$ cat src/hw/rtl/hpid_pkg.sv
// Types, constants and register codes for the heater PID controller.
// No dependencies; imported by every module of the block.
package hpid_pkg;

    localparam int QUEUE_DEPTH_DEF = 4;
    localparam int CFG_IDX_W       = 3;
    localparam int CFG_DATA_W      = 16;

    localparam logic [15:0] GAIN_PROP_RST   = 16'd2560;
    localparam logic [15:0] GAIN_INTEG_RST  = 16'd26;
    localparam logic [15:0] GAIN_DERIV_RST  = 16'd512;
    localparam logic [8:0]  NORMAL_TGT_RST  = 9'd320;
    localparam logic [8:0]  SLEEP_TGT_RST   = 9'd150;
    localparam logic [8:0]  BOOST_TGT_RST   = 9'd400;
    localparam logic [7:0]  TEMP_OFFSET_RST = 8'd0;

    // raw*480/4095 == (raw*32)/273; 1/273 as a 25-bit fraction
    localparam logic [16:0] RECIP_273   = 17'd122910;
    localparam int          RECIP_SHIFT = 25;
    localparam logic [8:0]  DIV_273     = 9'd273;

    localparam logic [11:0]        ADC_TIP_MIN    = 12'd5;
    localparam logic signed [11:0] TEMP_BASE      = 12'sd20;
    localparam logic signed [11:0] OVERHEAT_LIMIT = 12'sd450;
    localparam logic signed [11:0] INTEG_LIMIT    = 12'sd500;
    localparam logic signed [11:0] HEAT_BAND      = 12'sd15;
    localparam logic [7:0]         PWM_MAX        = 8'd255;
    localparam logic [7:0]         PWM_MIN_ON     = 8'd35;

    typedef enum logic [2:0] {
        ST_OVERHEAT = 3'd0,
        ST_TIP      = 3'd1,
        ST_BOOST    = 3'd2,
        ST_SLEEP    = 3'd3,
        ST_HEAT     = 3'd4,
        ST_HOLD     = 3'd5
    } status_t;

    typedef enum logic [CFG_IDX_W-1:0] {
        REG_GAIN_PROP   = 3'd0,
        REG_GAIN_INTEG  = 3'd1,
        REG_GAIN_DERIV  = 3'd2,
        REG_NORMAL_TGT  = 3'd3,
        REG_SLEEP_TGT   = 3'd4,
        REG_BOOST_TGT   = 3'd5,
        REG_TEMP_OFFSET = 3'd6
    } reg_idx_t;

    typedef struct packed {
        logic [15:0]        gain_prop;
        logic [15:0]        gain_integ;
        logic [15:0]        gain_deriv;
        logic [8:0]         normal_target;
        logic [8:0]         sleep_target;
        logic [8:0]         boost_target;
        logic signed [7:0]  temp_offset;
    } cfg_t;

    // classified reading handed from the front end to the control loop
    typedef struct packed {
        status_t            status;
        logic signed [10:0] temp;
        logic [8:0]         target;
    } job_t;

endpackage

$ cat src/hw/rtl/hpid_front.sv
// Front end: converts the ADC reading to degrees and classifies the sample.
// Depends on hpid_pkg.
module hpid_front
    import hpid_pkg::*;
(
    input  logic        clk,
    input  logic        rst_n,
    input  cfg_t        cfg,
    input  logic        in_valid,
    output logic        in_stall,
    input  logic [11:0] adc_raw,
    input  logic        sleeping,
    input  logic        boost,
    output logic        push_valid,
    output job_t        push_item,
    input  logic        q_full
);

    logic        front_adv;
    logic        f1_valid_reg;
    logic        f2_valid_reg;
    logic [11:0] f1_raw_reg;
    logic [8:0]  f1_q0_reg;
    logic        f1_sleep_reg;
    logic        f1_boost_reg;
    job_t        f2_item_reg;
    job_t        f2_item_next;

    logic [16:0] scaled;
    logic [33:0] recip_prod;

    logic [17:0]        x_ext;
    logic [17:0]        q_times_div;
    logic [17:0]        rem;
    logic [8:0]         quot;
    logic signed [11:0] temp12;
    logic signed [11:0] tgt12;
    logic [8:0]         target;
    logic               tip;

    assign front_adv  = !f2_valid_reg || !q_full;
    assign in_stall   = !front_adv;
    assign push_valid = f2_valid_reg && !q_full;
    assign push_item  = f2_item_reg;

    // quotient estimate, low by at most one
    assign scaled     = {adc_raw, 5'b00000};
    assign recip_prod = {17'b0, scaled} * {17'b0, RECIP_273};

    always_ff @(posedge clk or negedge rst_n)
    begin
        if (!rst_n)
        begin
            f1_valid_reg <= 1'b0;
            f2_valid_reg <= 1'b0;
        end
        else if (front_adv)
        begin
            f1_valid_reg <= in_valid;
            f2_valid_reg <= f1_valid_reg;
        end
    end

    always_ff @(posedge clk)
    begin
        if (front_adv)
        begin
            f1_raw_reg   <= adc_raw;
            f1_q0_reg    <= recip_prod[RECIP_SHIFT +: 9];
            f1_sleep_reg <= sleeping;
            f1_boost_reg <= boost;
            f2_item_reg  <= f2_item_next;
        end
    end

    always_comb
    begin
        x_ext       = {1'b0, f1_raw_reg, 5'b00000};
        q_times_div = {9'b0, f1_q0_reg} * {9'b0, DIV_273};
        rem         = x_ext - q_times_div;
        quot        = (rem >= {9'b0, DIV_273}) ? f1_q0_reg + 9'd1 : f1_q0_reg;
        temp12      = $signed({3'b000, quot}) + TEMP_BASE
                    + $signed({{4{cfg.temp_offset[7]}}, cfg.temp_offset});
        tip         = f1_raw_reg < ADC_TIP_MIN;

        target = cfg.normal_target;
        if (f1_sleep_reg)
            target = cfg.sleep_target;
        if (f1_boost_reg)
            target = cfg.boost_target;
        tgt12 = $signed({3'b000, target});

        f2_item_next.temp   = temp12[10:0];
        f2_item_next.target = target;
        if (tip)
        begin
            f2_item_next.status = ST_TIP;
            f2_item_next.temp   = 11'sd0;
        end
        else if (temp12 >= OVERHEAT_LIMIT)
            f2_item_next.status = ST_OVERHEAT;
        else if (f1_boost_reg)
            f2_item_next.status = ST_BOOST;
        else if (f1_sleep_reg)
            f2_item_next.status = ST_SLEEP;
        else if (temp12 + HEAT_BAND < tgt12)
            f2_item_next.status = ST_HEAT;
        else
            f2_item_next.status = ST_HOLD;
    end

endmodule

$ cat src/hw/rtl/hpid_queue.sv
// Short FIFO between the front end and the control loop.
// Depends on hpid_pkg for the entry type.
module hpid_queue
    import hpid_pkg::*;
#(
    parameter int DEPTH = QUEUE_DEPTH_DEF
)
(
    input  logic clk,
    input  logic rst_n,
    input  logic push,
    input  job_t push_item,
    output logic full,
    input  logic pop,
    output logic pop_valid,
    output job_t pop_item
);

    localparam int PTR_W = (DEPTH > 1) ? $clog2(DEPTH) : 1;
    localparam int CNT_W = $clog2(DEPTH + 1);

    job_t             mem_reg [DEPTH];
    logic [PTR_W-1:0] wr_ptr_reg;
    logic [PTR_W-1:0] wr_ptr_next;
    logic [PTR_W-1:0] rd_ptr_reg;
    logic [PTR_W-1:0] rd_ptr_next;
    logic [CNT_W-1:0] count_reg;
    logic [CNT_W-1:0] count_next;

    assign full      = count_reg == CNT_W'(DEPTH);
    assign pop_valid = count_reg != '0;
    assign pop_item  = mem_reg[rd_ptr_reg];

    always_comb
    begin
        wr_ptr_next = wr_ptr_reg;
        rd_ptr_next = rd_ptr_reg;
        count_next  = count_reg;
        if (push)
            wr_ptr_next = (wr_ptr_reg == PTR_W'(DEPTH - 1)) ? '0 : wr_ptr_reg + 1'b1;
        if (pop)
            rd_ptr_next = (rd_ptr_reg == PTR_W'(DEPTH - 1)) ? '0 : rd_ptr_reg + 1'b1;
        if (push && !pop)
            count_next = count_reg + 1'b1;
        else if (pop && !push)
            count_next = count_reg - 1'b1;
    end

    always_ff @(posedge clk or negedge rst_n)
    begin
        if (!rst_n)
        begin
            wr_ptr_reg <= '0;
            rd_ptr_reg <= '0;
            count_reg  <= '0;
        end
        else
        begin
            wr_ptr_reg <= wr_ptr_next;
            rd_ptr_reg <= rd_ptr_next;
            count_reg  <= count_next;
        end
    end

    always_ff @(posedge clk)
    begin
        if (push)
            mem_reg[wr_ptr_reg] <= push_item;
    end

endmodule

$ cat src/hw/rtl/hpid_back.sv
// Control loop: integral and derivative update, gain products, output shaping.
// Depends on hpid_pkg.
module hpid_back
    import hpid_pkg::*;
(
    input  logic               clk,
    input  logic               rst_n,
    input  cfg_t               cfg,
    input  logic               q_valid,
    input  job_t               q_item,
    output logic               pop,
    output logic               out_valid,
    input  logic               out_stall,
    output logic [7:0]         pwm_duty,
    output logic signed [10:0] measured_temp,
    output logic [2:0]         heater_status
);

    logic back_adv;

    // loop state
    logic signed [10:0] integ_reg;
    logic signed [10:0] integ_next;
    logic signed [11:0] prev_err_reg;
    logic signed [11:0] prev_err_next;

    logic               fault;
    logic signed [11:0] err;
    logic signed [11:0] isum;
    logic signed [11:0] deriv;

    logic               b1_valid_reg;
    logic               b1_fault_reg;
    logic signed [11:0] b1_err_reg;
    logic signed [11:0] b1_deriv_reg;
    status_t            b1_status_reg;
    logic signed [10:0] b1_temp_reg;

    logic               b2_valid_reg;
    logic               b2_fault_reg;
    status_t            b2_status_reg;
    logic signed [10:0] b2_temp_reg;
    logic signed [28:0] p_prop_reg;
    logic signed [28:0] p_integ_reg;
    logic signed [28:0] p_deriv_reg;

    logic signed [30:0] pid_sum;
    logic signed [30:0] pid_floor;
    logic [7:0]         pwm_next;

    logic               out_valid_reg;
    logic [7:0]         pwm_reg;
    logic signed [10:0] temp_reg;
    status_t            status_reg;

    assign back_adv = !out_valid_reg || !out_stall;
    assign pop      = back_adv && q_valid;

    assign out_valid     = out_valid_reg;
    assign pwm_duty      = pwm_reg;
    assign measured_temp = temp_reg;
    assign heater_status = status_reg;

    always_comb
    begin
        fault = (q_item.status == ST_TIP) || (q_item.status == ST_OVERHEAT);
        err   = $signed({3'b000, q_item.target}) - {q_item.temp[10], q_item.temp};
        isum  = {integ_reg[10], integ_reg} + err;
        deriv = err - prev_err_reg;

        if (isum > INTEG_LIMIT)
            integ_next = INTEG_LIMIT[10:0];
        else if (isum < -INTEG_LIMIT)
            integ_next = 11'(-INTEG_LIMIT);
        else
            integ_next = isum[10:0];
        prev_err_next = err;

        if (fault)
        begin
            integ_next    = '0;
            prev_err_next = prev_err_reg;
        end
    end

    always_ff @(posedge clk or negedge rst_n)
    begin
        if (!rst_n)
        begin
            integ_reg    <= '0;
            prev_err_reg <= '0;
        end
        else if (pop)
        begin
            integ_reg    <= integ_next;
            prev_err_reg <= prev_err_next;
        end
    end

    always_ff @(posedge clk or negedge rst_n)
    begin
        if (!rst_n)
        begin
            b1_valid_reg  <= 1'b0;
            b2_valid_reg  <= 1'b0;
            out_valid_reg <= 1'b0;
        end
        else if (back_adv)
        begin
            b1_valid_reg  <= q_valid;
            b2_valid_reg  <= b1_valid_reg;
            out_valid_reg <= b2_valid_reg;
        end
    end

    always_comb
    begin
        pid_sum   = 31'(p_prop_reg) + 31'(p_integ_reg) + 31'(p_deriv_reg);
        pid_floor = pid_sum >>> 8;
        if (b2_fault_reg || pid_floor < 0)
            pwm_next = '0;
        else if (pid_floor > 31'(PWM_MAX))
            pwm_next = PWM_MAX;
        else if (pid_floor < 31'(PWM_MIN_ON) && pid_floor != 0)
            pwm_next = PWM_MIN_ON;
        else
            pwm_next = pid_floor[7:0];
    end

    // stages move in lockstep, so integ_reg still holds the value written
    // by the item now in stage one when its product is taken
    always_ff @(posedge clk)
    begin
        if (back_adv)
        begin
            b1_fault_reg  <= fault;
            b1_err_reg    <= err;
            b1_deriv_reg  <= deriv;
            b1_status_reg <= q_item.status;
            b1_temp_reg   <= q_item.temp;

            b2_fault_reg  <= b1_fault_reg;
            b2_status_reg <= b1_status_reg;
            b2_temp_reg   <= b1_temp_reg;
            p_prop_reg    <= 29'($signed({1'b0, cfg.gain_prop})) * 29'(b1_err_reg);
            p_integ_reg   <= 29'($signed({1'b0, cfg.gain_integ})) * 29'(integ_reg);
            p_deriv_reg   <= 29'($signed({1'b0, cfg.gain_deriv})) * 29'(b1_deriv_reg);

            pwm_reg    <= pwm_next;
            temp_reg   <= b2_temp_reg;
            status_reg <= b2_status_reg;
        end
    end

endmodule

$ cat src/hw/rtl/heater_pid_with_safety.sv
// Top level of the heater PID controller: configuration registers and wiring
// of front end, queue and control loop. Depends on hpid_pkg, hpid_front,
// hpid_queue and hpid_back.
//
// Usage:
//   Input channel (in_valid/in_stall) carries one averaged ADC reading with
//   the sleeping and boost flags; a transaction completes when in_valid is
//   high and in_stall low. Output channel (out_valid/out_stall) returns one
//   result per reading: pwm_duty, measured_temp and heater_status.
//   Configuration port (cfg_valid/cfg_ready, cfg_index, cfg_data) writes the
//   gains, setpoints and offset; cfg_ready is always high, unknown indexes
//   are ignored. Write it only while no reading is in flight.
//   A reading passes conversion stages f1 and f2, the queue, and the
//   control-loop stages b1, b2 and the output register. Throughput is one
//   reading per cycle while in_stall is low; integ_reg updates on each pop.
//   Reset loads the default gains and setpoints, clears the integral and the
//   last error, and empties the queue.
//   A stalled output holds its result and freezes the control loop; the
//   queue and the two front-end stages take up to QUEUE_DEPTH + 2 further
//   readings before in_stall rises.
module heater_pid_with_safety
    import hpid_pkg::*;
#(
    parameter int QUEUE_DEPTH = QUEUE_DEPTH_DEF
)
(
    input  logic                  clk,
    input  logic                  rst_n,
    input  logic                  in_valid,
    output logic                  in_stall,
    input  logic [11:0]           adc_raw,
    input  logic                  sleeping,
    input  logic                  boost,
    output logic                  out_valid,
    input  logic                  out_stall,
    output logic [7:0]            pwm_duty,
    output logic signed [10:0]    measured_temp,
    output logic [2:0]            heater_status,
    input  logic                  cfg_valid,
    output logic                  cfg_ready,
    input  logic [CFG_IDX_W-1:0]  cfg_index,
    input  logic [CFG_DATA_W-1:0] cfg_data
);

    cfg_t cfg_reg;
    logic push_valid;
    job_t push_item;
    logic q_full;
    logic q_valid;
    job_t q_item;
    logic pop;

    assign cfg_ready = 1'b1;

    always_ff @(posedge clk or negedge rst_n)
    begin
        if (!rst_n)
        begin
            cfg_reg.gain_prop     <= GAIN_PROP_RST;
            cfg_reg.gain_integ    <= GAIN_INTEG_RST;
            cfg_reg.gain_deriv    <= GAIN_DERIV_RST;
            cfg_reg.normal_target <= NORMAL_TGT_RST;
            cfg_reg.sleep_target  <= SLEEP_TGT_RST;
            cfg_reg.boost_target  <= BOOST_TGT_RST;
            cfg_reg.temp_offset   <= TEMP_OFFSET_RST;
        end
        else if (cfg_valid && cfg_ready)
        begin
            unique case (reg_idx_t'(cfg_index))
                REG_GAIN_PROP:   cfg_reg.gain_prop     <= cfg_data;
                REG_GAIN_INTEG:  cfg_reg.gain_integ    <= cfg_data;
                REG_GAIN_DERIV:  cfg_reg.gain_deriv    <= cfg_data;
                REG_NORMAL_TGT:  cfg_reg.normal_target <= cfg_data[8:0];
                REG_SLEEP_TGT:   cfg_reg.sleep_target  <= cfg_data[8:0];
                REG_BOOST_TGT:   cfg_reg.boost_target  <= cfg_data[8:0];
                REG_TEMP_OFFSET: cfg_reg.temp_offset   <= cfg_data[7:0];
                default:         ;
            endcase
        end
    end

    hpid_front u_front
    (
        .clk        (clk),
        .rst_n      (rst_n),
        .cfg        (cfg_reg),
        .in_valid   (in_valid),
        .in_stall   (in_stall),
        .adc_raw    (adc_raw),
        .sleeping   (sleeping),
        .boost      (boost),
        .push_valid (push_valid),
        .push_item  (push_item),
        .q_full     (q_full)
    );

    hpid_queue #(
        .DEPTH (QUEUE_DEPTH)
    ) u_queue
    (
        .clk       (clk),
        .rst_n     (rst_n),
        .push      (push_valid),
        .push_item (push_item),
        .full      (q_full),
        .pop       (pop),
        .pop_valid (q_valid),
        .pop_item  (q_item)
    );

    hpid_back u_back
    (
        .clk           (clk),
        .rst_n         (rst_n),
        .cfg           (cfg_reg),
        .q_valid       (q_valid),
        .q_item        (q_item),
        .pop           (pop),
        .out_valid     (out_valid),
        .out_stall     (out_stall),
        .pwm_duty      (pwm_duty),
        .measured_temp (measured_temp),
        .heater_status (heater_status)
    );

endmodule

$ cat config.mk
export PLATFORM = sky130hd
export DESIGN_NAME = heater_pid_with_safety
export DESIGN_NICKNAME = d
export VERILOG_FILES = /design/src/hw/rtl/hpid_pkg.sv /design/src/hw/rtl/hpid_front.sv /design/src/hw/rtl/hpid_queue.sv /design/src/hw/rtl/hpid_back.sv /design/src/hw/rtl/heater_pid_with_safety.sv
export SDC_FILE = /design/constraint.sdc
export NUM_CORES = 2
export LEC_CHECK = 0
export BUFFER_PORTS_ARGS = -buffer_cell sky130_fd_sc_hd__clkbuf_2
export CORE_MARGIN = 5
export CORE_UTILIZATION = 60
export DETAILED_ROUTE_END_ITERATION = 16
export HOLD_SLACK_MARGIN = 0.08
export PLACE_DENSITY = 0.74
export REMOVE_ABC_BUFFERS = 1
export SYNTH_ARGS = -nofsm -noshare
export SYNTH_HDL_FRONTEND = slang
export SYNTH_HIERARCHICAL = 1
export SYNTH_SLANG_ARGS = --single-unit
$ cat constraint.sdc
create_clock -name clk -period 19.69 [get_ports clk]
set_clock_uncertainty 0.05 [all_clocks]
set_input_delay 1.969 -clock clk [delete_from_list [all_inputs] [get_ports clk]]
set_output_delay 1.969 -clock clk [all_outputs]
set_load 0.01 [all_outputs]
Word level (Yosys, flattened, before mapping)
Memory sizes are Yosys's and may differ from the RTL's.
Index checks and enable logic that the tools add are counted.
{ "classes": {"n_addsub": 14, "n_mul": 5, "magnitude_cmp": 9, "eq_ne": 10, "mux": 18, "n_bitwise": 1, "n_reduce_logical": 31} }
{ "ops": {"columns": ["op", "n"], "rows": [
  ["17-bit by 12-bit multiplier with 29-bit output", 2],
  ["11-bit 2-to-1 mux", 3],
  ["32-bit nonzero test", 1],
  ["30-bit by 29-bit adder with 31-bit output", 1],
  ["31-bit by 8-bit greater-than comparator with 1-bit output, second input constant", 1],
  ["31-bit by 6-bit less-than comparator with 1-bit output, second input constant", 1],
  ["29-bit by 28-bit adder with 30-bit output", 1],
  ["12-bit by 16-bit multiplier with 28-bit output, second input constant", 1],
  ["17-bit by 11-bit multiplier with 28-bit output", 1],
  ["9-bit 2-to-1 mux", 3],
  ["23-bit by 1-bit less-than comparator with 1-bit output, second input constant", 1],
  ["18-bit by 9-bit >= comparator with 1-bit output, second input constant", 1],
  ["9-bit by 9-bit multiplier with 18-bit output, second input constant", 1],
  ["17-bit by 18-bit subtractor with 18-bit output", 1],
  ["8-bit 2-to-1 mux", 2],
  ["2-bit AND reduction", 8],
  ["11-bit by 8-bit adder with 12-bit output", 1],
  ["12-bit adder", 1],
  ["12-bit by 5-bit adder with 12-bit output, second input constant", 1],
  ["3-bit equality test, second input constant", 4],
  ["12-bit by 10-bit >= comparator with 1-bit output, second input constant", 1],
  ["12-bit by 10-bit greater-than comparator with 1-bit output, second input constant", 1],
  ["12-bit by 10-bit less-than comparator with 1-bit output", 1],
  ["12-bit by 10-bit less-than comparator with 1-bit output, second input constant", 1],
  ["other kinds (23)", 48]
]} }
{ "totals": {"regBits": 326, "mem_bits_rw": 92, "in_bits": 38, "memories": 1} }
{ "memory_table": {"columns": ["name", "words", "word_bits", "rd", "rd_clocked_by_memory_dff", "wr", "line_no", "rtl"], "rows": [
  ["u_queue.mem_reg", 4, 23, 1, 0, 1, "hpid_queue.sv:22", "job_t mem_reg [DEPTH];"]
]} }

Depth between registers and ports, before layout
{ "logic_depth": {"word_depth": 12, "depth_mapped": 35, "depth_no_buf": 32} }

Modules after synthesis
Netlist, hierarchy kept.
{ "by_module_without_submodules": {"columns": ["module", "n_inst", "cells_each", "area_per_inst_um2", "seq_area_each_um2"], "rows": [
  ["hpid_back", 1, 2900, 27848.0, 5515.3],
  ["hpid_front", 1, 638, 6273.5, 1431.4],
  ["hpid_queue", 1, 158, 3778.6, 2937.8],
  ["heater_pid_with_safety", 1, 185, 3194.3, 2095.8]
]} }

Worst setup path before layout
OpenSTA, ideal clock, no wires.
{ "synth_path": {"path_kind": "flip-flop to flip-flop", "from": "reg u_front.f1_q0_reg[0]", "to": "reg u_front.f2_item_reg, in the netlist u_front/push_item[20], data pin", "setup_ps": 261, "arrival_ps": 7232, "required_ps": 19379, "setup_slack_ps": 12147, "path_stages_with_launch": 35, "n_path_buf": 3, "synth_period_minus_slack_ps": 7543, "path_cell_list": "edfxtp_1 -> ha_1 -> buf_2 -> xor2_1 -> ha_1 -> inv_1 -> fa_1 -> ha_1 -> buf_6 -> a21oi_4 -> or3b_1 -> o22ai_4 -> o31ai_1 -> a211oi_1 -> o211a_1 -> nor4_4 -> buf_6 -> or3_1 -> xnor2_1 -> ha_1 -> nand2b_1 -> a211o_1 -> a21oi_1 -> a21oi_2 -> xnor2_1 -> ha_1 -> a2111oi_0 -> nor2_1 -> xnor2_1 -> nor4_1 -> xnor2_1 -> ha_1 -> nor2b_1 -> o31ai_1 -> a2bb2oi_1"} }
{ "synth_via": {"elab_chain_cells": 12, "word_cells_on_any_way": 14} }
{ "synth_rtl": {"columns": ["element", "line_no", "rtl"], "rows": [
  ["start, declared", "hpid_front.sv:23", "logic [8:0] f1_q0_reg;"],
  ["start signal, assigned", "hpid_front.sv:69", "f1_q0_reg <= recip_prod[RECIP_SHIFT +: 9];"],
  ["9-bit by 9-bit multiplier with 18-bit output", "hpid_front.sv:79", "q_times_div = {9'b0, f1_q0_reg} * {9'b0, DIV_273};"],
  ["17-bit by 18-bit subtractor with 18-bit output", "hpid_front.sv:80", "rem = x_ext - q_times_div;"],
  ["18-bit by 9-bit >= comparator with 1-bit output", "hpid_front.sv:81", "quot = (rem >= {9'b0, DIV_273}) ? f1_q0_reg + 9'd1 : f1_q0_reg;"],
  ["9-bit 2-to-1 mux *", "hpid_front.sv:81", null],
  ["9-bit by 5-bit adder with 10-bit output *", "hpid_front.sv:82", "temp12 = $signed({3'b000, quot}) + TEMP_BASE"],
  ["11-bit by 8-bit adder with 12-bit output *", "hpid_front.sv:83", "+ $signed({{4{cfg.temp_offset[7]}}, cfg.temp_offset});"],
  ["12-bit by 5-bit adder with 12-bit output", "hpid_front.sv:106", "else if (temp12 + HEAT_BAND < tgt12)"],
  ["12-bit by 10-bit less-than comparator with 1-bit output", "hpid_front.sv:106", null],
  ["1-bit 2-to-1 mux", "hpid_front.sv:106", null],
  ["2-bit 2-to-1 mux", "hpid_front.sv:104", "else if (f1_sleep_reg)"],
  ["2-bit 2-to-1 mux", "hpid_front.sv:102", "else if (f1_boost_reg)"],
  ["1-bit 2-to-1 mux *", "hpid_front.sv:100", "else if (temp12 >= OVERHEAT_LIMIT)"],
  ["end signal, assigned", "hpid_front.sv:72", "f2_item_reg <= f2_item_next;"],
  ["end, declared", "hpid_front.sv:26", "job_t f2_item_reg;"]
]} }
Every way passes the cells marked *; elsewhere a longest branch is shown, timed or not.
A chain may end at the register's enable or synchronous reset.

Final worst setup path
{ "layout_path": {"from": "reg u_front.f1_q0_reg[4]", "to": "reg u_front.f2_item_reg, in the netlist u_front/push_item[20], data pin"} }
The elaborated chain is that of the path after synthesis.

==> results.json <==
{
  "status": "finished clean",
  "seq_area_frac_synth_pct": 29.2,
  "yosysWarnings": 6,
  "root_buffer": "clkbuf_16",
  "seq_area_um2": 12000,
  "ys.flop_type": "edfxtp_1",
  "async_flop_share_pct": 28.2,
  "ys_ff_latch": 418,
  "drt_iter0_drc": 1792,
  "hp-class": "reg2reg",
  "grt_use_total_pct": 25.4,
  "clk_latency_ps": 600,
  "grt_max_degree": 72,
  "grt_setup_unrepaired": "no",
  "syn-instance-count": 3881,
  "drc": 0,
  "layout-drive-gt1-share_pct": 7.66,
  "synth_area_um2": 41100,
  "critPathArrivalTime_ps": 9020,
  "grt_pass1_vias": 27900,
  "largest_reg_flops": 92,
  "worst_slew_pin_slew_ps": 965,
  "start_util_pct": 60.2,
  "cp_slowest_stage_delay_ps": 640,
  "cts.sinks": 418,
  "gp_congestion": 0.920,
  "die-area_um2": 73800,
  "postLayoutCellArea_um2": 43700,
  "cp_common_cell": "ha_1",
  "syn_to_final_growth_pct": 6.30,
  "dieWidth_um": 272,
  "required_ps": 19980,
  "worst_setup_path_end_kind": "register",
  "place.port_buffers": 61,
  "crit_path_start_kind": "register",
  "final_cell_mix": "inv_1 (723), fa_1 (476), ha_1 (437)",
  "final_max_slew_viol_count": 0,
  "path_clk_slew_ps": 60,
  "cts_hold_buf": 0,
  "ios": 63,
  "fmax_mhz": 115,
  "dr.pass1.iters": 5,
  "wl_um": 92300,
  "num_vias": 27000,
  "fp.dieH_um": 272,
  "post-dp-hpwl_um": 70800,
  "dp.cells": 4726,
  "syn_avg_cell_area_um2": 10.6,
  "overflow": 0,
  "crit_fanout": 12,
  "synth_edf_count": 300,
  "wl_per_cell_um": 19.2,
  "relSlewSlack_pct": 35.7,
  "setup_tns_ps": 0,
  "dpl_cell_area_um2": 42100,
  "synthDistinctLibCells": 101,
  "cts_resized": 0,
  "crit_type": "reg2reg",
  "std_cell_rows": 96,
  "n_fill_cell": 5401,
  "postCtsSetupRepairBufs": 0,
  "finalSetupViolCount": 0,
  "ant_nets": 0,
  "core_area_um2": 68200,
  "finalCritPeriodShare_pct": 44.3,
  "cts_buffers": 45,
  "multi_input_area_um2": 25900,
  "hold_violations": 0,
  "final_common_cell": "inv_1",
  "antenna_found_initial": 4,
  "layout.nets": 4842,
  "cts_max_level": 2,
  "fin_util_pct": 64.0,
  "critPathSlowestCell": "nor4_4",
  "grt_pass1_wl_um": 149000,
  "viasPerCell": 5.60,
  "clockBufferDepth": 3,
  "layout_min_cycle_time_ps": 8720,
  "timing.max_cap.violations": 0,
  "final_cells": 4812,
  "cts_tree": "yes"
}
-- worst max-delay path: cells and delay by family (launching register included) --
kind                     cells  cell delay (ps)
AND/OR/NAND/NOR              9             2770
adder cells (fa/ha/maj)      7             2300
AO/OA/AOI/OAI                8             1890
XOR/XNOR                     5              820
flip-flops                   1              550
buffers and inverters        1               70
-- routing by layer --
layer	part of all wire (%)	up-vias	wire length [µm]	global-route usage [%]
li1	-	12600	-	-
met1	42	13400	38500	33.8
met2	48	839	44700	43.1
met3	6.9	148	6370	4.81
met4	3.0	0	2760	7.01
met5	0	-	0	0
-- cells in the mapped netlist (8+ instances only) --
cell type / count / area (µm²)
a221o_1: 9 / 90.1
a31oi_1: 16 / 100
nor4_1: 8 / 50.1
a21boi_0: 12 / 90.1
and3_1: 13 / 81.3
clkbuf_1: 96 / 360
buf_6: 8 / 90.1
mux2_2: 81 / 912
o21a_1: 50 / 375
xor2_1: 44 / 385
o21ai_0: 84 / 420
a21oi_1: 94 / 470
ha_1: 437 / 5470
nor3_1: 31 / 155
fa_1: 476 / 9530
a21o_1: 45 / 338
or3_1: 9 / 56.3
inv_1: 723 / 2710
and2_1: 209 / 1310
a211oi_1: 13 / 97.6
nor2_1: 156 / 586
nand4_1: 8 / 50.1
nand3_1: 21 / 105
nor2b_1: 27 / 169
dfrtp_1: 103 / 2580
xnor2_1: 99 / 867
edfxtp_1: 300 / 9010
mux4_2: 18 / 405
mux2_1: 10 / 113
buf_2: 11 / 55.1
nand2_1: 428 / 1610
o31ai_1: 10 / 75.1
o21bai_1: 10 / 75.1
mux2i_1: 14 / 140
o31a_1: 10 / 87.6
dfstp_2: 15 / 394
nand2b_1: 44 / 275
-- kinds of logic after synthesis --
logic type / synth area share [%]
AO/OA/AOI/OAI: 7.21
XOR/XNOR: 3.05
adder cells (fa/ha/maj): 36.5
buffers and inverters: 7.98
flip-flops: 29.2
multiplexers: 4.18
other: 0.00913
AND/OR/NAND/NOR: 11.9
-- path summary, 6_finish.rpt --
path	start	to	slack, ps	depth (start not counted)
max	u_front/f1_q0_reg[4]$_DFFE_PN_	u_front/push_item[20]$_SDFFCE_PP1N_	10970	30
min	u_back/b2_status_reg[1]$_DFFE_PN_	u_back/heater_status[1]$_DFFE_PN_	360	0
max reg2reg	u_front/f1_q0_reg[4]$_DFFE_PN_	u_front/push_item[20]$_SDFFCE_PP1N_	10970	30
min reg2reg	u_back/b2_status_reg[1]$_DFFE_PN_	u_back/heater_status[1]$_DFFE_PN_	360	0
max in group asynchronous	rst_n	cfg_reg[81]$_DFFE_PN0P_	16850	2
min in group asynchronous	rst_n	cfg_reg[3]$_DFFE_PN0P_	1330	1
-- stage by stage --
step                hold slack (ps)  setup WS (ps)
detailed placement              355          11040
global route                    367          10350
CTS                             365          11000
floorplan                       350          11630
finish                          363          10970
global placement                352          11220
-- area by class of cell --
cell class / count / share of cell area, %
clock buffers: 70 / 3.10
diodes: 2 / 0.0115
inverters: 724 / 6.22
well taps: 882 / 2.53
repair buffers: 83 / 1.08
clock inverters: 14 / 0.453
multi-input cells: 2619 / 59.2
flip-flops and latches: 418 / 27.4
Power is not shown: default switching activity piles up to over one toggle a cycle in this logic, so the estimate is an artifact.
